File: src/rtl/rsem_pkg.sv
// Shared constants, types and arithmetic helpers for the Sobel edge magnitude unit.
package rsem_pkg;

    localparam int MAX_WIDTH   = 2048;
    localparam int COL_W       = $clog2(MAX_WIDTH);
    localparam int DRAIN_W     = COL_W + 1;
    localparam int WIDTH_W     = 12;
    localparam int HEIGHT_W    = 13;
    localparam int QUEUE_DEPTH = 4;
    localparam int QPTR_W      = $clog2(QUEUE_DEPTH);
    localparam int QCNT_W      = QPTR_W + 1;
    localparam int SQ_W        = 18;

    localparam logic [WIDTH_W-1:0]  WIDTH_RESET  = WIDTH_W'(640);
    localparam logic [HEIGHT_W-1:0] HEIGHT_RESET = HEIGHT_W'(480);
    localparam logic [2:0] ADDR_WIDTH  = 3'd0;
    localparam logic [2:0] ADDR_HEIGHT = 3'd4;

    typedef enum logic [1:0] {F_IDLE, F_EXEC, F_PUSH2} front_state_t;
    typedef enum logic [1:0] {B_IDLE, B_ROOT, B_OUT} back_state_t;

    typedef struct packed {
        logic [7:0] ax;
        logic [7:0] ay;
        logic       row_end;
        logic       frame_end;
        logic       last;
    } job_t;

    typedef struct packed {
        logic valid;
        job_t job;
    } push_t;

    function automatic logic [7:0] gray_of(input logic [7:0] r, input logic [7:0] g,
                                           input logic [7:0] b);
        logic [15:0] sum;
        sum = 16'(16'd54 * r) + 16'(16'd184 * g) + 16'(16'd18 * b) + 16'd128;
        return sum[15:8];
    endfunction

    function automatic logic [7:0] grad(input logic [7:0] p0, input logic [7:0] p1,
                                        input logic [7:0] p2, input logic [7:0] m0,
                                        input logic [7:0] m1, input logic [7:0] m2);
        logic signed [11:0] d;
        d = $signed({2'b00, p0, 1'b0} >> 1) + $signed({2'b00, p1, 1'b0})
          + $signed({4'b0, p2}) - $signed({4'b0, m0}) - $signed({3'b0, m1, 1'b0})
          - $signed({4'b0, m2});
        if (d < 0)
            return 8'd0;
        else if (d > 12'sd255)
            return 8'd255;
        else
            return d[7:0];
    endfunction

endpackage

File: src/rtl/rsem_queue.sv
// Short job queue between the front and back parts.
module rsem_queue (
    input  logic          clk,
    input  logic          rst_n,
    input  rsem_pkg::push_t push,
    input  logic          pop,
    output rsem_pkg::job_t head,
    output logic          not_empty,
    output logic [rsem_pkg::QCNT_W-1:0] count
);
    import rsem_pkg::*;

    job_t              mem_reg [QUEUE_DEPTH];
    logic [QPTR_W-1:0] wr_reg, wr_next, rd_reg, rd_next;
    logic [QCNT_W-1:0] cnt_reg, cnt_next;
    logic              do_pop;

    assign do_pop    = pop && (cnt_reg != '0);
    assign head      = mem_reg[rd_reg];
    assign not_empty = (cnt_reg != '0);
    assign count     = cnt_reg;

    always_comb
    begin
        wr_next  = push.valid ? wr_reg + 1'b1 : wr_reg;
        rd_next  = do_pop ? rd_reg + 1'b1 : rd_reg;
        cnt_next = cnt_reg + QCNT_W'(push.valid) - QCNT_W'(do_pop);
    end

    always_ff @(posedge clk or negedge rst_n)
    begin
        if (!rst_n)
        begin
            wr_reg  <= '0;
            rd_reg  <= '0;
            cnt_reg <= '0;
        end
        else
        begin
            wr_reg  <= wr_next;
            rd_reg  <= rd_next;
            cnt_reg <= cnt_next;
        end
    end

    always_ff @(posedge clk)
    begin
        if (push.valid)
            mem_reg[wr_reg] <= push.job;
    end

    a_no_overflow: assert property (@(posedge clk) disable iff (!rst_n)
        push.valid && !do_pop |-> cnt_reg < QCNT_W'(QUEUE_DEPTH))
        else $error("queue overflow");

    a_count_bound: assert property (@(posedge clk) disable iff (!rst_n)
        cnt_reg <= QCNT_W'(QUEUE_DEPTH))
        else $error("queue count out of range");

endmodule

File: config.mk
export PLATFORM = sky130hd
export DESIGN_NAME = rsem_queue
export DESIGN_NICKNAME = d
export VERILOG_FILES = /design/src/rtl/rsem_pkg.sv /design/src/rtl/rsem_queue.sv
export SDC_FILE = /design/constraint.sdc
export NUM_CORES = 1
export LEC_CHECK = 0
export ABC_AREA = 0
export CORE_MARGIN = 4
export CORE_UTILIZATION = 40
export CTS_CLUSTER_SIZE = 28
export DETAILED_ROUTE_END_ITERATION = 8
export DONT_BUFFER_PORTS = 1
export PLACE_DENSITY_LB_ADDON = 0.1
export RECOVER_POWER = 25
export SLEW_MARGIN = 40
export SYNTH_ARGS = -nofsm -noshare
export SYNTH_HDL_FRONTEND = slang
export SYNTH_SLANG_ARGS = --single-unit
File: constraint.sdc
create_clock -name clk -period 4.9 [get_ports clk]
set_input_delay 0.245 -clock clk [delete_from_list [all_inputs] [get_ports clk]]
set_output_delay 0.245 -clock clk [all_outputs]
set_load 0.005 [all_outputs]
Word-level counts from Yosys, hierarchy flattened
Memories as Yosys holds them, arrays and structs flattened.
Cells that the tools add are included.
{"block": "word_totals", "register_bits": 7, "ramBits": 76, "in_bits": 23, "output_inout_bits": 23, "elab_cells": 12, "mem_count": 1}
{"block": "op_classes", "n_addsub": 4, "muxes": 2, "reduce_logical": 2}
{"name": "mem_reg", "depth": 4, "word_bits": 19, "read_ports": 1, "rd_ports_with_merged_regs": 0, "wr": 1, "line": "rsem_queue.sv:13", "source": "job_t mem_reg [QUEUE_DEPTH];"}
{"op": "2-bit by 1-bit adder with 2-bit output (second input constant)", "n": 2}
{"op": "3-bit by 1-bit adder with 3-bit output", "n": 1}
{"op": "3-bit nonzero test", "n": 1}
{"op": "3-bit by 1-bit subtractor with 3-bit output", "n": 1}
{"op": "1-bit 2-to-1 mux", "n": 2}
{"op": "1-bit logical AND", "n": 1}

Depth between registers and ports, before layout
Gate-level depths: netlist of run 1.
{"block": "depth", "ltp_word": 3, "ltp_mapped": 7}

Worst setup path before layout of run 1
OpenSTA, ideal clock, no wires.
{"block": "synth_path", "path_type": "register to register", "startpoint": "register cnt_reg[1], in the netlist count[1]", "endpoint": "register cnt_reg[2], in the netlist count[2]", "arrival_time_ns": 1.822, "path_slack_ns": 2.955, "path_stages_with_launch": 8, "synth_period_minus_slack_ns": 1.945, "path_cell_list": "dfrtp_1 o31a_1 ha_1 inv_1 ha_1 fa_1 xnor2_1 xnor2_1"}
{"block": "synth_via", "elab_chain_cells": 3, "elab_cells_between_ends": 4}
{"element": "start: declaration", "line": "rsem_queue.sv:15", "source": "logic [QCNT_W-1:0] cnt_reg, cnt_next;"}
{"element": "start signal: assignment", "line": "rsem_queue.sv:42", "source": "cnt_reg <= cnt_next;"}
{"element": "3-bit nonzero test", "line": "rsem_queue.sv:18", "source": "assign do_pop = pop && (cnt_reg != '0);"}
{"element": "1-bit logical AND", "line": "rsem_queue.sv:18"}
{"element": "via do_pop", "line": "rsem_queue.sv:16", "source": "logic do_pop;"}
{"element": "3-bit by 1-bit subtractor with 3-bit output", "line": "rsem_queue.sv:27", "source": "cnt_next = cnt_reg + QCNT_W'(push.valid) - QCNT_W'(do_pop);"}
{"element": "via cnt_next[2]", "line": "rsem_queue.sv:15"}
The timed path passes the listed nets, and every way through them passes these cells.
A chain may end at the register's enable or synchronous reset.

==> reports/summary.txt, run 1 <==
outcome: completed
Worst VDD drop: 0.000253 V
Final HPWL DP: 3150 um
Setup WS post-layout: 2.75 ns
drc violations: 0
HP Start: push[19]
first-pass GRT wire length: 8400 um
number of global-route vias before repair: 1498
WHS Endpoint: wr_reg[1]
CP Class: flip-flop to output pin
Slew Viols, Final: 0
Fin Clk Skew: 0.00820 ns
crit path DAT: 1.90 ns
reg2reg path depth: 7
CP max FO: 16
max_cap viols: 0
DR WL/cell: 19.1 um
Routed Antenna Nets: 0
routed vias/inst: 4.93
Area Growth Syn to Fin: 16.3%
CTS sink cnt: 83
clock tree buffer depth: 2
# resized after CTS: 0
aggregate global routing overflow: 0
setup slack, reg-to-reg: 2.79 ns
Ys Warns: 0
area of the mapped netlist: 3140 um2
Worst Tran Pin Value: 0.563 ns
Worst Hold Class: input pin to flip-flop
pre-CTS WS: 2.80 ns
Leakage Power: 1.21 nW
Seq/Total Area, Yosys: 0.782
Clock transition at path regs: 0.08 ns
diodes inserted: 0
Starting Density: 0.409
CTS buffer count: 9
Netlist cell types: 17
post-layout net count: 192
Final GP Congestion: 0.660
WL final: 5130 um
vias post-DR: 1326
Synth area leaders: edfxtp_1 73%, mux4_2 13%, dfrtp_1 5.6%
fill count: 656
setup_tns: 0 ns
relative slew slack: 0.625
Power Total: 0.00197 W
Post-Syn Instances: 133
CP Launch Type: flip-flop
Final setup viols: 0
largest net degree at the start of global routing: 21
top cell type's share of synthesized area: 0.727
Boundary Pins: 46
syn nets: 163
share of cells above drive strength 1: 0.228
Final Cycle Share: 0.438
synthesized area per cell: 23.6 um2
multi-input logic area: 633 um2
Die Y: 96.6 um
Seq cells post-synth: 83
RSZ-0062 raised after global routing: false
All-Layer GR Usage: 0.120
reg2reg start: count[1]
WHS Path Cells: 2
Die Span X: 96.6 um
max reg flops: 76
f_max: 466 MHz
core area: 7690 um2
Worst Path Required: 4.66 ns
final hold violation count: 0
Pwr per Cell Area: 539 nW/um2
worst flop-to-flop path endpoint: count[2]
TritonCTS clock tree: yes
# H-tree levels: 3
row count: 32
Tmin final: 2.15 ns
antenna violations before repair: 0
Port Buffers: 0
FF+latch area: 2460 um2
crit end category: output pin
full die area: 9330 um2
Yosys top cell by area: edfxtp_1
Iter 0 DRT Violations: 36
Root Buffer: clkbuf_8
first drt pass iteration count: 4
worst skew pair latency: 0.34 ns
[routing by layer]
layer  vias to the layer above  part of all wire  GRT usage
li1                        600                 -          -
met4                         0             0.016     0.0648
met3                         8             0.044     0.0382
met2                        32              0.54      0.200
met5                         -                 0          0
met1                       686              0.40      0.138
[cell usage in the layout, fill, tap and decap left out, drive strengths merged]
master / n
buf: 1
clkinvlp: 2
edfxtp: 76
o31a: 1
dfrtp: 7
clkinv: 3
xor2: 2
o21ai: 1
nand2: 1
bufinv: 1
mux4: 19
or3: 1
inv: 6
and2: 4
clkbuf: 10
o311ai: 1
fa: 1
ha: 6
xnor2: 3
dlygate4sd3: 21
[area by class of cell]
type	instances	area share
well taps	102	0.0349
repair buffers	22	0.0596
multi-input cells	40	0.173
flip-flops and latches	83	0.673
clock inverters	6	0.0182
inverters	6	0.00616
clock buffers	10	0.0349
[critical path: stages (launching register included)]
cell and delay, ns:
dfrtp_1 0.52, buf_4 0.38, mux4_1 0.65
[synthesized netlist by cell type]
master	instances
edfxtp_1	76
mux4_2	18
dfrtp_1	7
ha_1	6
inv_1	6
and2_1	4
xnor2_1	3
buf_2	2
buf_6	2
xor2_1	2
fa_1	1
mux4_1	1
nand2_1	1
o21ai_0	1
o311ai_0	1
o31a_1	1
or3_1	1
[how the worst max path moves through the flow]
stage / from / end / slack, ns / cells after the start
after floorplan: count[1] / count[2] / 2.96 / 7
after detailed placement: count[1] / count[2] / 2.80 / 7
after global placement: count[1] / count[2] / 2.92 / 7
after global routing: rd_reg[0] / head[18] / 2.56 / 2
after CTS: rd_reg[0] / head[18] / 2.65 / 2
final: rd_reg[0] / head[18] / 2.75 / 2
[per-stage QoR]
step           hold slack (ns)   util  cells  instance area [um2]
2_1_floorplan          -0.0506      -    133                 3140
3_3_place_gp           -0.0504  0.422    232                 3240
3_5_place_dp           -0.0504  0.423    232                 3250
4_1_cts                 0.0111  0.475    269                 3650
5_1_grt                 0.0118  0.475    269                 3650
6_report                0.0312  0.475    269                 3650
[power by group]
group	internal (W)	switching (W)	leakage [nW]
combinational	0.000235	0.000237	0.337
sequential	0.000937	0.0000982	0.779
clock	0.000235	0.000225	0.0901
total	0.00141	0.000561	1.21
[repair_timing]
| item | 4_1_cts | 5_1_grt |
|---|---|---|
| endpoints found under the hold margin | 85 | 0 |
| endpoints found under the setup margin | 0 | 0 |
| hold buffers | 21 | 0 |
| buffers inserted | 0 | 0 |
[cells by family (layout without fill, tap and decap cells)]
family,Yosys count,in the layout,share of synthesized area
DFF,83,83,0.782
and+or+nand+nor,6,6,0.0112
muxes,19,19,0.137
adders and majority gates,7,7,0.0303
xor gates and xnor gates,5,5,0.0139
buffers and inverters,10,44,0.0175
AOI/OAI and AO/OA,3,3,0.00717
No activity file was read; power rests on OpenSTA's default activity.
==> inputs of run 2 (changes only) <==
==> constraint.sdc (replaced) <==
create_clock -name clk -period 1.9 [get_ports clk]
set_input_delay 0.095 -clock clk [delete_from_list [all_inputs] [get_ports clk]]
set_output_delay 0.095 -clock clk [all_outputs]
set_load 0.005 [all_outputs]
==> run 2 against run 1 <==
Against the previous run:
- the run now ends with negative setup slack left
- hold slack improved by 0.071 ns
- utilization rose by 1.9 points
- clock power rose to 2.8 times the previous value
- combinational power rose to 3.3 times the previous value
- non-clock buffer count rose by 16
- total power rose to 2.7 times the previous value
- count of clock-buffer cells in the layout did not move
- setup slack got worse by 2.8 ns
- sequential cell count did not move
- critical path type is now flip-flop to flip-flop
- largest power group unchanged
==> reports/summary.txt, run 2 (synthesis results as in run 1) <==
Root Buffer: clkbuf_8
setup_tns: -0.0364 ns (-0.0364 ns)
worst skew pair latency: 0.34 ns (about the same)
full die area: 9330 um2 (unchanged)
placed insts: 245 (+5.6%)
first drt pass iteration count: 4 (unchanged)
multi-input logic area: 641 um2 (+1.2%)
DR WL/cell: 19.2 um (+0.59%)
number of global-route vias before repair: 1587 (+5.9%)
highest-count cells in the layout ignoring fill and taps: 76 x edfxtp_1, 22 x dlygate4sd3_1, 18 x mux4_2
max reg flops: 76 (unchanged)
Fin Clk Skew: 0.00599 ns (-0.00222 ns)
post-route non-filler standard cell count: 285 (+5.9%)
f_max: 516 MHz
fill count: 666 (+1.5%)
design area: 3800 um2 (+3.9%)
Clock transition at path regs: 0.07 ns (about the same)
largest net degree at the start of global routing: 20 (-4.8%)
routed vias/inst: 5.01 (+1.6%)
Worst Hold Class: input pin to async pin
Power Total: 0.00540 W (+170%)
antenna violations before repair: 0 (unchanged)
crit end category: flip-flop
core area: 7690 um2 (unchanged)
CP Launch Type: flip-flop
Worst Path Required: 2.12 ns (-2.54 ns)
Pwr per Cell Area: 1420 nW/um2 (+160%)
Final setup viols: 1 (+1)
Boundary Pins: 46 (unchanged)
RSZ-0062 raised after global routing: true
Port Buffers: 0 (unchanged)
FF+latch area: 2460 um2 (about the same)
CP Class: flip-flop to flip-flop
# H-tree levels: 3 (unchanged)
TritonCTS clock tree: yes
first-pass GRT wire length: 8780 um (+4.6%)
WL met3: 245 um (+7.5%)
met2 wire length: 2860 um (+3.8%)
Final Cycle Share: 1.02
Iter 0 DRT Violations: 26 (-28%)
Worst Tran Pin Value: 0.375 ns (-0.187 ns)
commonest non-fill, non-tap cell in the layout: edfxtp_1
CTS sink cnt: 83 (unchanged)
Routed Antenna Nets: 0 (unchanged)
Setup WS post-layout: -0.0364 ns (-2.79 ns)
Die Y: 96.6 um (unchanged)
drc violations: 0 (unchanged)
Worst VDD drop: 0.000845 V (+230%)
relative slew slack: 0.747 (+0.122)
Leakage Power: 1.30 nW (+7.7%)
post-layout net count: 208 (+8.3%)
Area Growth Syn to Fin: 20.9%
vias post-DR: 1428 (+7.7%)
Metal-1 WL: 2260 um (+9.5%)
share of cells above drive strength 1: 0.273 (+0.0457)
Final HPWL DP: 3600 um (+14%)
Final GP Congestion: 0.685 (+3.8%)
final hold violation count: 0 (unchanged)
CP max FO: 2 (-14)
max_cap viols: 0 (unchanged)
WHS: 0.102 ns (+0.0711 ns)
Die Span X: 96.6 um (unchanged)
All-Layer GR Usage: 0.126 (+0.00586)
outcome: finished with violations
diodes inserted: 0 (unchanged)
Starting Density: 0.409 (unchanged)
aggregate global routing overflow: 0 (unchanged)
clock tree buffer depth: 2 (unchanged)
Slew Viols, Final: 0 (unchanged)
placed instance area: 3340 um2 (+2.9%)
violated checks: negative setup slack
Tmin final: 1.94 ns
WL final: 5470 um (+6.6%)
CTS buffer count: 9 (unchanged)
Highest Signal Layer: met4
crit path DAT: 2.16 ns (+0.26 ns)
row count: 32 (unchanged)
[run 2: cell types whose count changed in the layout (fill, tap and decap cells not counted), moves of 2 or more]
cell,delta
buf_4,+15
clkinv_4,-2
and2_1,+4
and2_2,-4
[run 2: cell type report]
class                   count  share of cell area
well taps                 102              0.0336
flip-flops and latches     83               0.647
clock buffers              10              0.0336
multi-input cells          40               0.169
inverters                   6             0.00593
repair buffers             38              0.0897
clock inverters             6              0.0211
[run 2: routing by layer]
metal	vias up	track usage
met5	-	0
met4	0	0.0551
met3	11	0.0382
met2	40	0.212
met1	746	0.149
li1	631	-
[run 2: what timing repair did]
action,4_1_cts,5_1_grt
gates resized for setup,2,0
pin swaps,1,1
setup endpoints to repair,1,1
hold buffers,22,0
buffers inserted,1,1
endpoints found under the hold margin,87,0
[run 2: stage by stage]
stage	util	setup WS, ns
after floorplan	-	-0.0141
after global placement	0.435	0.0300
after detailed placement	0.435	-0.0689
after CTS	0.493	-0.0215
after global routing	0.494	-0.106
final	0.494	-0.0364
[run 2: path summary, 6_finish.rpt]
kind	from	endpoint	slack, ns	cells after the start
worst max register to register	count[2]	count[2]	-0.04	7
max in group asynchronous	rst_n	wr_reg[0]	1.54	1
worst min register to register	rd_reg[1]	rd_reg[1]	0.49	1
worst min-delay path	rst_n	count[0]	0.10	1
worst max-delay path	count[2]	count[2]	-0.04	7
min in group clk	pop	rd_reg[0]	0.12	3
[run 2: worst max-delay path, stage by stage (launching register included)]
cell	delay, ns
dfrtp_1	0.38
o31a_1	0.32
ha_1	0.29
inv_1	0.04
ha_2	0.16
fa_2	0.35
xnor2_2	0.15
xnor2_1	0.13
[run 2: power by group]
part | total (W) | switching (W) | internal [W]
Combinational | 0.00158 | 0.000815 | 0.000762
Sequential | 0.00252 | 0.000106 | 0.00241
Clock | 0.00131 | 0.000576 | 0.000730
