File: src/rtl/rsem_pkg.sv
// Shared constants, types and arithmetic helpers for the Sobel edge magnitude unit.
package rsem_pkg;

    localparam int MAX_WIDTH   = 2048;
    localparam int COL_W       = $clog2(MAX_WIDTH);
    localparam int DRAIN_W     = COL_W + 1;
    localparam int WIDTH_W     = 12;
    localparam int HEIGHT_W    = 13;
    localparam int QUEUE_DEPTH = 4;
    localparam int QPTR_W      = $clog2(QUEUE_DEPTH);
    localparam int QCNT_W      = QPTR_W + 1;
    localparam int SQ_W        = 18;

    localparam logic [WIDTH_W-1:0]  WIDTH_RESET  = WIDTH_W'(640);
    localparam logic [HEIGHT_W-1:0] HEIGHT_RESET = HEIGHT_W'(480);
    localparam logic [2:0] ADDR_WIDTH  = 3'd0;
    localparam logic [2:0] ADDR_HEIGHT = 3'd4;

    typedef enum logic [1:0] {F_IDLE, F_EXEC, F_PUSH2} front_state_t;
    typedef enum logic [1:0] {B_IDLE, B_ROOT, B_OUT} back_state_t;

    typedef struct packed {
        logic [7:0] ax;
        logic [7:0] ay;
        logic       row_end;
        logic       frame_end;
        logic       last;
    } job_t;

    typedef struct packed {
        logic valid;
        job_t job;
    } push_t;

    function automatic logic [7:0] gray_of(input logic [7:0] r, input logic [7:0] g,
                                           input logic [7:0] b);
        logic [15:0] sum;
        sum = 16'(16'd54 * r) + 16'(16'd184 * g) + 16'(16'd18 * b) + 16'd128;
        return sum[15:8];
    endfunction

    function automatic logic [7:0] grad(input logic [7:0] p0, input logic [7:0] p1,
                                        input logic [7:0] p2, input logic [7:0] m0,
                                        input logic [7:0] m1, input logic [7:0] m2);
        logic signed [11:0] d;
        d = $signed({2'b00, p0, 1'b0} >> 1) + $signed({2'b00, p1, 1'b0})
          + $signed({4'b0, p2}) - $signed({4'b0, m0}) - $signed({3'b0, m1, 1'b0})
          - $signed({4'b0, m2});
        if (d < 0)
            return 8'd0;
        else if (d > 12'sd255)
            return 8'd255;
        else
            return d[7:0];
    endfunction

endpackage

File: src/rtl/rsem_back.sv
// Back part: squares the gradients, takes an iterative square root, holds the result.
module rsem_back (
    input  logic           clk,
    input  logic           rst_n,
    input  rsem_pkg::job_t head,
    input  logic           not_empty,
    output logic           pop,
    output logic           out_valid,
    input  logic           out_ready,
    output logic [7:0]     out_magnitude,
    output logic           out_row_end,
    output logic           out_frame_end,
    output logic           out_last
);
    import rsem_pkg::*;

    back_state_t       state_reg, state_next;
    logic [SQ_W-1:0]   v_reg, v_next, r_reg, r_next, bit_reg, bit_next;
    logic [2:0]        flags_reg, flags_next;
    logic              valid_reg, valid_next;
    logic [7:0]        mag_reg, mag_next;
    logic [2:0]        oflags_reg, oflags_next;
    logic [15:0]       sq_x, sq_y;
    logic [SQ_W-1:0]   trial;

    assign sq_x  = 16'(head.ax * head.ax);
    assign sq_y  = 16'(head.ay * head.ay);
    assign trial = r_reg + bit_reg;

    always_comb
    begin
        state_next  = state_reg;
        v_next      = v_reg;
        r_next      = r_reg;
        bit_next    = bit_reg;
        flags_next  = flags_reg;
        valid_next  = valid_reg && !out_ready;
        mag_next    = mag_reg;
        oflags_next = oflags_reg;
        pop         = 1'b0;
        case (state_reg)
            B_IDLE:
            begin
                if (not_empty)
                begin
                    pop        = 1'b1;
                    v_next     = SQ_W'(sq_x) + SQ_W'(sq_y);
                    r_next     = '0;
                    bit_next   = SQ_W'(1) << 16;
                    flags_next = {head.row_end, head.frame_end, head.last};
                    state_next = B_ROOT;
                end
            end
            B_ROOT:
            begin
                if (v_reg >= trial)
                begin
                    v_next = v_reg - trial;
                    r_next = (r_reg >> 1) + bit_reg;
                end
                else
                    r_next = r_reg >> 1;
                bit_next = bit_reg >> 2;
                if (bit_reg[0])
                    state_next = B_OUT;
            end
            B_OUT:
            begin
                if (!valid_reg || out_ready)
                begin
                    valid_next  = 1'b1;
                    mag_next    = (r_reg > SQ_W'(255)) ? 8'd255 : r_reg[7:0];
                    oflags_next = flags_reg;
                    state_next  = B_IDLE;
                end
            end
            default:
                state_next = B_IDLE;
        endcase
    end

    always_ff @(posedge clk or negedge rst_n)
    begin
        if (!rst_n)
        begin
            state_reg <= B_IDLE;
            valid_reg <= 1'b0;
        end
        else
        begin
            state_reg <= state_next;
            valid_reg <= valid_next;
        end
    end

    always_ff @(posedge clk)
    begin
        v_reg      <= v_next;
        r_reg      <= r_next;
        bit_reg    <= bit_next;
        flags_reg  <= flags_next;
        mag_reg    <= mag_next;
        oflags_reg <= oflags_next;
    end

    assign out_valid     = valid_reg;
    assign out_magnitude = mag_reg;
    assign out_row_end   = oflags_reg[2];
    assign out_frame_end = oflags_reg[1];
    assign out_last      = oflags_reg[0];

endmodule
File: config.mk
export PLATFORM = sky130hd
export DESIGN_NAME = rsem_back
export DESIGN_NICKNAME = d
export VERILOG_FILES = /design/src/rtl/rsem_pkg.sv /design/src/rtl/rsem_back.sv
export SDC_FILE = /design/constraint.sdc
export NUM_CORES = 1
export LEC_CHECK = 0
export CAP_MARGIN = 40
export CORE_MARGIN = 8
export CORE_UTILIZATION = 40
export DETAILED_ROUTE_END_ITERATION = 7
export DONT_BUFFER_PORTS = 1
export PLACE_DENSITY = 0.62
export SLEW_MARGIN = 10
export SYNTH_ARGS = -nofsm -noshare
export SYNTH_HDL_FRONTEND = slang
export SYNTH_SLANG_ARGS = --single-unit
File: constraint.sdc
create_clock -name clk -period 5.5 [get_ports clk]
set_input_delay 1.1 -clock clk [delete_from_list [all_inputs] [get_ports clk]]
set_output_delay 1.1 -clock clk [all_outputs]
set_load 0.02 [all_outputs]
Word level (Yosys, flattened, before mapping)

Index checks and enable logic that the tools add are counted.

Register bits after elaboration: 71

Add/sub/neg operators: 4
Multipliers: 2
Order comparisons: 2
Equal/unequal tests: 6
Mux-type cells: 16
Reduce and logical (&&, ||, !) cells: 11

Operator list:

| operator              | number |
|---|---|
| $pmux W18 S2          | 3 |
| $mux W18              | 5 |
| $mul A8 B8 Y16        | 2 |
| $add A17 B18 Y18      | 1 |
| $add A18 B18 Y18      | 1 |
| $ge A18 B18 Y1        | 1 |
| $gt A18 B8 Y1 const B | 1 |
| $sub A18 B18 Y18      | 1 |
| $add A16 B16 Y17      | 1 |
| $ne A2 B2 Y1 const B  | 4 |
| $mux W2               | 3 |
| $pmux W2 S3           | 1 |
| $reduce_and A2 Y1     | 3 |
| $reduce_and A3 Y1     | 2 |
| $mux W1               | 4 |
| $eq A2 B1 Y1 const B  | 1 |
| $eq A2 B2 Y1 const B  | 1 |
| $logic_not A1 Y1      | 2 |
| $logic_not A2 Y1      | 1 |
| $reduce_bool A2 Y1    | 1 |
| $logic_and A1 B1 Y1   | 1 |
| $logic_or A1 B1 Y1    | 1 |

Depth between registers and ports, before layout

Gate-level depths: netlist of run 1.

Word-level depth: 4
Mapped depth: 20
Mapped depth without buffers: 20

Worst setup path before layout of run 1

Ideal clock, no wire load.

Path kind: input port to flip-flop
Start: in head[5] (netlist bit)
End: reg v_reg[15], data pin
Arrival time: 6.169 ns
Path slack: -0.940 ns
Stages on the path: 18
Cells stage by stage: clkbuf_1 -> nand2_1 -> fa_1 -> inv_1 -> fa_1 -> fa_1 -> fa_1 -> fa_1 -> inv_1 -> fa_1 -> inv_1 -> ha_1 -> a2111oi_0 -> o21ai_0 -> a41o_1 -> a31oi_1 -> xor2_1 -> o211ai_1

Word-level cells in the longest chain between the ends: 4

Ends and longest elaborated chain:

| what                 | RTL line        | text |
|---|---|---|
| start, declared      | rsem_back.sv:5  | `input rsem_pkg::job_t head,` |
| $mul A8 B8 Y16       | rsem_back.sv:27 | `assign sq_y = 16'(head.ay * head.ay);` |
| $add A16 B16 Y17     | rsem_back.sv:47 | `v_next = SQ_W'(sq_x) + SQ_W'(sq_y);` |
| $mux W18             | rsem_back.sv:44 | `if (not_empty)` |
| $pmux W18 S2         | rsem_back.sv:41 | `case (state_reg)` |
| net v_next[15]       | rsem_back.sv:18 | `logic [SQ_W-1:0] v_reg, v_next, r_reg, r_next, bit_reg, bit_next;` |
| end signal, assigned | rsem_back.sv:98 | `v_reg <= v_next;` |
| end, declared        | rsem_back.sv:18 |  |

The timed path passes the listed nets, and every way through them passes these cells. The select of a mux whose other input is x is not followed.
A chain may end at the register's enable or synchronous reset.

Worst setup path in the final report of run 1

Start: in head[13] (netlist bit)
End: reg v_reg[16], data pin

Word-level cells in the longest chain between the ends: 4

Ends and longest elaborated chain:

| what             | RTL line        | text |
|---|---|---|
| $mul A8 B8 Y16   | rsem_back.sv:26 | `assign sq_x = 16'(head.ax * head.ax);` |
| $add A16 B16 Y17 | rsem_back.sv:47 |  |
| $mux W18         | rsem_back.sv:44 |  |
| $pmux W18 S2     | rsem_back.sv:41 |  |
| net v_next[16]   | rsem_back.sv:18 |  |

The timed path passes the listed nets, and every way through them passes these cells. The select of a mux whose other input is x is not followed.

==> metrics.yaml, run 1 <==
yosys:
  synth-main-ff-cell: "edfxtp_1"
  synth_warnings: 0
  synth_area_mm2: 0.00779
  synthTopCellsByCount: "inv_1, ha_1, fa_1"
  synthArstFlopShare: 0.0484
  avgSynthCellArea_um2: 9.58
  yosysTopAreaCellShare: 0.228
  synth_cell_types: 58
  seq_area_frac_synth: 0.237
  yosys-top-cells-area: "edfxtp_1, fa_1, ha_1"
  yosys.area.top_type: "edfxtp_1"
  yosysMostFrequentCell: "inv_1"
  syn_inst: 813
  ys_seq_elements: 62
  synth-edff-count: 59
  syn_nets: 1006
clock_tree:
  clock_sinks: 62
  clk_latency_ps: 330
  cts_buffer_depth: 2
  postCtsHoldBufs: 0
  h-tree-depth: 3
  cts-root-buf: "clkbuf_16"
  cts_tree: "yes"
  cts_inserted_buffers: 9
  clk_pin_slew_ps: 50
route:
  dr_total_vias: 5795
  vias_per_cell: 5.18
  ant_nets: 0
  wirelength_um: 16400
  first_pass_iters: 6
  wl_per_cell_um: 14.7
  drc: 6
  drt-initial-drc-count: 254
timing:
  period_minus_slack_ps: 5570
  maxSlewHeadroom: 0.470
  fin_ws_ps: -74.0
  setup_violations: 4
  finalHoldViolCount: 0
  slew_violations: 0
  rsz0062_at_grt: "yes"
  fmax_ghz: 0.179
  finClkSkew_ps: 7.19
  tightest_slew_ps: 793
  fin_crit_sh: 1.01
finish:
  diodes: 0
  final_area_mm2: 0.00894
  area_growth_pct: 14.8
  fill_cells: 1873
  drive_gt1_frac: 0.162
  multi_input_area_mm2: 0.00567
  final_util: 0.464
  nNetsFinal: 1041
  seq_area_mm2: 0.00185
critical_path:
  r2r_setup_slack_ps: 1070
  critical_path.max_fanout: 9
  start_kind: "primary input"
  cp-end-kind: "flop"
  crit_type: "in -> reg"
  worstPathArrival_ps: 5640
  cp.required_ps: 5570
placement:
  dp_hpwl_um: 13200
  pre_cts_ws_ps: -538
  dpl_cell_area_mm2: 0.00852
  place_congestion: 0.824
  portBuffers: 0
floorplan:
  core_mm2: 0.0193
  die_h_um: 156
  io_pins: 36
  dieWidth_um: 156
  initial_core_util: 0.404
  rows: 51
  die_area_mm2: 0.0242
grt:
  grt_pass1_wl_um: 28300
  antenna_found_initial: 0
  grt_overflow: 0
  grt_pass1_vias: 5800
  grt_max_degree: 45
  gr-usage-all-layers: 0.143
run:
  drv_cap: 0
status:
  violations: "DRC, setup timing"
  status: "finished with violations"
hold_path:
  holdCritPathClass: "reg -> reg"
what timing repair did:
item                                    4_1_cts  5_1_grt
pin swaps                                    19       38
setup buffers                                 3        1
endpoints found under the setup margin        5        8
resized for setup                             9       25
final cells by class:
class / instances / area share
clock inverters: 7 / 0.00812
clock buffers: 9 / 0.0252
multi-input cells: 618 / 0.635
repair buffers: 46 / 0.0417
flip-flops and latches: 62 / 0.207
well taps: 265 / 0.0371
inverters: 111 / 0.0466
worst max-delay path, stage by stage:
cell and delay, ps:
and2_4 150, fa_2 540, inv_2 40, fa_2 560, inv_2 40, fa_1 460
fa_2 480, fa_1 500, inv_2 40, fa_1 510, inv_2 40, ha_4 270
o21ai_2 60, a21oi_2 190, nand4_1 200, nor2_1 170, mux2i_1 190, nand4_1 100
cells in the final DEF, fill, tap and decap left out, types with 4 or more instances in the layout:
cell	netlist	final
inv_1	110	98
ha_1	93	86
fa_1	77	67
nand2_1	67	61
edfxtp_1	59	59
buf_4	0	44
a21oi_1	43	41
and2_1	43	37
o21ai_0	39	34
nor2_1	31	31
xnor2_1	26	24
xor2_1	23	22
a211oi_1	18	16
a21o_1	15	15
a31oi_1	13	13
nor2b_1	13	12
inv_2	0	12
nand3_1	12	11
nand4_1	10	10
fa_2	0	10
or2_2	9	9
clkbuf_16	0	9
or3_1	8	8
nor3_1	7	7
a31o_2	6	6
and3_1	6	6
and2_4	0	6
nand2_2	0	6
o211ai_1	6	6
ha_4	0	6
o31ai_1	5	5
mux2i_1	5	5
o21ai_2	0	4
o21a_1	4	4
nand2b_1	4	4
final timing paths:
check / from / end / depth (start not counted)
setup / recovery: head[13] / v_reg[16]$_DFFE_PP_ / 18
hold / removal: flags_reg[2]$_DFFE_PP_ / oflags_reg[2]$_DFFE_PP_ / 0
setup reg to reg: r_reg[2]$_SDFFCE_PN0P_ / v_reg[15]$_DFFE_PP_ / 15
hold reg to reg: flags_reg[2]$_DFFE_PP_ / oflags_reg[2]$_DFFE_PP_ / 0
max in group asynchronous: rst_n / state_reg[1]$_DFFE_PN0P_ / 0
min in group asynchronous: rst_n / out_valid$_DFF_PN0_ / 0
kinds of logic (layout without fill, tap and decap cells):
logic type | after synthesis | count (layout) | share of synthesized area
adders and majority gates | 170 | 170 | 0.347
AOI/OAI and AO/OA | 174 | 174 | 0.145
muxes | 5 | 5 | 0.00643
DFF | 62 | 62 | 0.237
buffers and inverters | 133 | 173 | 0.0646
and+or+nand+nor | 220 | 220 | 0.144
xor gates and xnor gates | 49 | 49 | 0.0551
metal layers:
metal / GRT usage / share of wire
met5: 0 / 0
met4: 0.0347 / 0.011
met3: 0.0211 / 0.033
met2: 0.230 / 0.46
met1: 0.199 / 0.49
metrics by stage:
stage	setup TNS, ps	instances	hold WS (ps)
global placement	-2760	1095	404
floorplan	-1890	813	400
CTS	-550	1117	423
detailed placement	-3240	1098	418
finish	-220	1118	420
global route	-1010	1118	428
Power of run 1 is not shown: default switching activity piles up to over one toggle a cycle in this logic, so the estimate is an artifact.
==> run 2, diff against run 1 <==
--- a/config.mk
+++ b/config.mk
@@ -11,6 +11,7 @@
 export DETAILED_ROUTE_END_ITERATION = 7
 export DONT_BUFFER_PORTS = 1
 export PLACE_DENSITY = 0.62
+export REMOVE_ABC_BUFFERS = 1
 export SLEW_MARGIN = 10
 export SYNTH_ARGS = -nofsm -noshare
 export SYNTH_HDL_FRONTEND = slang
==> run 2 against run 1 <==
- the flow finishes with violations (setup timing)
- global-route usage is 0.22 points higher
- flip-flop and latch count unchanged
- fmax down 0.53%
- die area unchanged
==> metrics.yaml, run 2 (synthesis gave the netlist of run 1 again) <==
status:
  status: "finished with violations"
  violations: "setup timing"
timing:
  setup_violations: 4  # unchanged
  finalHoldViolCount: 0  # unchanged
  fin_crit_sh: 1.02  # +0.00535
  tightest_slew_ps: 628  # -165 ps
  fmax_ghz: 0.178  # -0.53%
  finClkSkew_ps: 7.55  # +0.359 ps
  fin_hold_ws_ps: 420  # +0.0190 ps
  rsz0062_at_grt: "yes"
  final.setup.tns_ps: -283  # -63.2 ps
  maxSlewHeadroom: 0.580  # +0.110
  fin_ws_ps: -103  # -29.4 ps
  period_minus_slack_ps: 5600  # +29.4 ps
  slew_violations: 0  # unchanged
placement:
  portBuffers: 0  # unchanged
  pre_cts_ws_ps: -818  # -280 ps
  dp_hpwl_um: 13100  # -0.67%
  place_congestion: 0.797  # -3.3%
hold_path:
  holdCritPathClass: "reg -> reg"
  holdPathEnd: "oflags_reg[1]$_DFFE_PP_"
  hold_depth: 0  # unchanged
  worstHoldStart: "flags_reg[1]$_DFFE_PP_"
clock_tree:
  cts_buffer_depth: 2  # unchanged
  postCtsHoldBufs: 0  # unchanged
  clk_pin_slew_ps: 60  # about the same
  h-tree-depth: 3  # unchanged
  cts-root-buf: "clkbuf_16"
  clk_latency_ps: 340  # about the same
  cts_inserted_buffers: 9  # unchanged
  clock_sinks: 62  # unchanged
  cts_tree: "yes"
critical_path:
  cp.required_ps: 5570  # about the same
  reg2regPathDepth: 17  # +2
  r2r_start: "bit_reg[0]$_SDFFCE_PN0P_"
  cp-end-kind: "flop"
  worstReg2RegEnd: "v_reg[15]$_DFFE_PP_"
  worstPathArrival_ps: 5670  # +30 ps
  r2r_setup_slack_ps: 1160  # +90 ps
  crit_type: "in -> reg"
  critical_path.max_fanout: 8  # -1
  start_kind: "primary input"
floorplan:
  io_pins: 36  # unchanged
  die_area_mm2: 0.0242  # unchanged
  initial_core_util: 0.404  # unchanged
  rows: 51  # unchanged
  dieWidth_um: 156  # unchanged
  die_h_um: 156  # unchanged
  core_mm2: 0.0193  # unchanged
route:
  wl_per_cell_um: 14.7  # +0.26%
  drt-initial-drc-count: 259  # +2.0%
  ant_nets: 0  # unchanged
  routed-wl-met3_um: 391  # -28%
  highest_layer: "met4"
  dr_total_vias: 5776  # -0.33%
  first_pass_iters: 4  # -2
  wirelength_um: 16500  # +0.88%
  met1_length_um: 8080  # -0.47%
  vias_per_cell: 5.13  # -0.95%
  drc: 0  # -6
  route.met2.wl_um: 7910  # +4.6%
finish:
  multi_input_area_mm2: 0.00563  # -0.77%
  fill_cells: 1876  # +0.16%
  final_common_cell: "inv_1"
  seq_area_mm2: 0.00185  # unchanged
  nNetsFinal: 1048  # +0.67%
  area_growth_pct: 15.3
  final_cell_mix: "inv_1, ha_1, fa_1"
  drive_gt1_frac: 0.157  # -0.00481
  diodes: 0  # unchanged
run:
  drv_cap: 0  # unchanged
grt:
  grt_pass1_wl_um: 28900  # +2.2%
  antenna_found_initial: 0  # unchanged
  grt_pass1_vias: 5984  # +3.2%
  grt_max_degree: 33  # -27%
  grt_overflow: 0  # unchanged
  gr-usage-all-layers: 0.146  # +0.00224
## run 2: cell types whose count changed in the layout (fill, tap and decap cells not counted), sizes merged
cell,previous run,this run
buf,46,53
bufinv,1,2
clkinv,4,1
inv,112,114
## run 2: cell type report
class	instances	area share
multi-input cells	618	0.627
flip-flops and latches	62	0.206
repair buffers	53	0.0474
inverters	111	0.0464
well taps	265	0.0369
clock buffers	9	0.0251
clock inverters	7	0.0114
## run 2: worst max-delay path by stage
stage	start	end	slack (ps)	cells past startpoint
floorplan	head[5]	v_reg[15]$_DFFE_PP_	-690	17
global placement	head[5]	v_reg[15]$_DFFE_PP_	-750	17
detailed placement	head[5]	v_reg[15]$_DFFE_PP_	-820	17
CTS	head[18]	v_reg[15]$_DFFE_PP_	-70	19
global route	head[18]	v_reg[15]$_DFFE_PP_	-250	19
finish	head[18]	v_reg[15]$_DFFE_PP_	-100	19
## run 2: routing by layer
layer  GRT usage  vias to the layer above
met1       0.196                     2781
met4      0.0300                        0
met5           0                        -
li1            -                     2906
met2       0.246                       75
met3      0.0191                       14
## run 2: worst max-delay path, stage by stage
cell and delay (ps):
and2_4 150, fa_1 540, inv_2 40, fa_2 560, inv_2 40, fa_1 500, fa_2 450, fa_1 490
inv_1 50, fa_1 480, inv_2 40, ha_4 170, buf_6 120, o211ai_1 170, nand2_1 100, a41o_1 260
a31oi_1 160, xor2_1 150, o211ai_1 110
## run 2: metrics by stage
step | utilization | instance area [um2] | instances
2_1_floorplan | - | 7700 | 791
3_3_place_gp | 0.436 | 8400 | 1104
3_5_place_dp | 0.437 | 8430 | 1105
4_1_cts | 0.465 | 8970 | 1124
5_1_grt | 0.466 | 8980 | 1125
6_report | 0.466 | 8980 | 1125
## run 2: what timing repair did
action / CTS / global route
gates resized for setup: 52 / 1
setup buffers: 3 / 0
endpoints found under the setup margin: 8 / 6
pin swaps: 60 / 12
Power of run 2 is left out for the same reason.
==> run 3, diff against run 2 <==
--- a/config.mk
+++ b/config.mk
@@ -16,3 +16,4 @@
 export SYNTH_ARGS = -nofsm -noshare
 export SYNTH_HDL_FRONTEND = slang
 export SYNTH_SLANG_ARGS = --single-unit
+export TNS_END_PERCENT = 1
==> run 3 against run 2 <==
- the flow still finishes with violations (setup timing)
- utilization about the same
- non-clock buffer count down 1
- global-route usage unchanged
- largest cell class unchanged
- fmax about the same
- critical path type unchanged
- flip-flop and latch count unchanged
- cell area about the same
- highest routed layer unchanged
- via count down 0.26%
- die area unchanged
- critical path depth unchanged
==> metrics.yaml, run 3 (synthesis gave the netlist of run 1 again) <==
finish:
  fill_cells: 1877  # +0.053%
  seq_area_mm2: 0.00185  # unchanged
  nNetsFinal: 1047  # -0.095%
  final_area_mm2: 0.00897  # about the same
  multi_input_area_mm2: 0.00563  # unchanged
  diodes: 0  # unchanged
  final_common_cell: "inv_1"
  drive_gt1_frac: 0.156  # -0.000981
  area_growth_pct: 15.2  # about the same
  final_cell_mix: "inv_1, ha_1, fa_1"
placement:
  place_congestion: 0.797  # unchanged
  pre_cts_ws_ps: -818  # unchanged
  dpl_cell_area_mm2: 0.00843  # unchanged
  portBuffers: 0  # unchanged
  dp_hpwl_um: 13100  # unchanged
clock_tree:
  h-tree-depth: 3  # unchanged
  cts_inserted_buffers: 9  # unchanged
  clk_latency_ps: 340  # about the same
  cts-root-buf: "clkbuf_16"
  cts_tree: "yes"
  clk_pin_slew_ps: 60  # about the same
  cts_buffer_depth: 2  # unchanged
  clock_sinks: 62  # unchanged
critical_path:
  cp-end-kind: "flop"
  max_stage_delay_ps: 560  # about the same
  crit_end: "v_reg[15]$_DFFE_PP_"
  cp.required_ps: 5570  # about the same
  critical_path.max_fanout: 8  # unchanged
  worstReg2RegEnd: "v_reg[4]$_DFFE_PP_"
  r2r_setup_slack_ps: 1140  # -20 ps
  cp_slowest_cell: "fa_2"
  reg2regPathDepth: 17  # unchanged
  cpMostUsedCell: "fa_1"
  startpoint: "head[18]"
  start_kind: "primary input"
  r2r_start: "bit_reg[0]$_SDFFCE_PN0P_"
  worstPathArrival_ps: 5670  # about the same
  crit_chain: "and2_4 > fa_1 > inv_2 > fa_2 > inv_2 > fa_1 > fa_2 > fa_1 > inv_1 > fa_1 > inv_2 > ha_4 > buf_6 > o211ai_1 > nand2_1 > a41o_1 > a31oi_1 > xor2_1 > o211ai_1"
  crit_type: "in -> reg"
status:
  status: "finished with violations"
  violations: "setup timing"
route:
  dr_total_vias: 5761  # -0.26%
  drt-initial-drc-count: 290  # +12%
  wl_per_cell_um: 14.7  # -0.32%
  route.met2.wl_um: 7960  # +0.71%
  highest_layer: "met4"
  met1_length_um: 7960  # -1.4%
  ant_nets: 0  # unchanged
  vias_per_cell: 5.13  # -0.17%
  wirelength_um: 16500  # -0.40%
  routed-wl-met3_um: 382  # -2.3%
  first_pass_iters: 5  # +1
  drc: 0  # unchanged
grt:
  grt_pass1_vias: 5987  # +0.050%
  grt_max_degree: 33  # unchanged
  grt_pass1_wl_um: 28900  # unchanged
  gr-usage-all-layers: 0.146  # unchanged
  antenna_found_initial: 0  # unchanged
  grt_overflow: 0  # unchanged
floorplan:
  initial_core_util: 0.404  # unchanged
  io_pins: 36  # unchanged
  dieWidth_um: 156  # unchanged
  die_h_um: 156  # unchanged
  rows: 51  # unchanged
  die_area_mm2: 0.0242  # unchanged
  core_mm2: 0.0193  # unchanged
timing:
  fmax_ghz: 0.178  # about the same
  period_minus_slack_ps: 5600  # -0.963 ps
  tightest_slew_ps: 629  # +1.05 ps
  slew_violations: 0  # unchanged
  finClkSkew_ps: 7.17  # -0.386 ps
  finalHoldViolCount: 0  # unchanged
  fin_crit_sh: 1.02  # about the same
  rsz0062_at_grt: "yes"
  fin_ws_ps: -103  # +0.963 ps
  setup_violations: 4  # unchanged
  maxSlewHeadroom: 0.580  # -0.000703
run:
  drv_cap: 0  # unchanged
hold_path:
  hold_depth: 0  # unchanged
  holdCritPathClass: "reg -> reg"
==> run 3: cell count changes in the layout (fill, tap and decap cells not counted) <==
cell	delta
buf_4	-1
==> run 3: area by class of cell <==
class / count / share of cell area
clock buffer: 9 / 0.0251
multi-input combinational: 618 / 0.628
sequential: 62 / 0.206
tap: 265 / 0.0370
clock inverter: 7 / 0.0114
timing repair buffer: 52 / 0.0466
inverter: 111 / 0.0465
==> run 3: worst min-delay path by stage <==
stage / end / startpoint / slack (ps)
after floorplan: oflags_reg[0]$_DFFE_PP_ / flags_reg[0]$_DFFE_PP_ / 400
after global placement: oflags_reg[0]$_DFFE_PP_ / flags_reg[0]$_DFFE_PP_ / 400
after detailed placement: oflags_reg[1]$_DFFE_PP_ / flags_reg[1]$_DFFE_PP_ / 410
after CTS: oflags_reg[2]$_DFFE_PP_ / flags_reg[2]$_DFFE_PP_ / 420
after global routing: oflags_reg[2]$_DFFE_PP_ / flags_reg[2]$_DFFE_PP_ / 430
final: oflags_reg[1]$_DFFE_PP_ / flags_reg[1]$_DFFE_PP_ / 420
==> run 3: timing repair <==
item | 4_1_cts | 5_1_grt
pin swaps | 58 | 14
hold buffers | 0 | 0
buffers inserted | 2 | 0
gates resized for setup | 51 | 2
cloned | 0 | 0
endpoints found under the setup margin | 8 | 6
==> run 3: worst max-delay path, delay by kind of cell <==
kind                     cells  cell delay [ps]
adder cells (fa/ha/maj)      7             3190
AO/OA/AOI/OAI                4              700
buffers and inverters        5              290
AND/OR/NAND/NOR              2              250
XOR/XNOR                     1              150
==> run 3: metal layers <==
layer  track usage  up-vias
li1              -     2906
met1         0.196     2776
met2         0.246       65
met3        0.0191       14
met4        0.0300        0
met5             0        -
==> run 3: per-stage QoR <==
stage,util,hold WS (ps),setup TNS [ps],instances
5_1_grt,0.465,429,-987,1124
6_report,0.465,420,-270,1124
2_1_floorplan,-,400,-3020,791
3_3_place_gp,0.436,403,-4540,1104
3_5_place_dp,0.437,408,-4890,1105
4_1_cts,0.465,420,-140,1123
Power of run 3 is left out for the same reason.
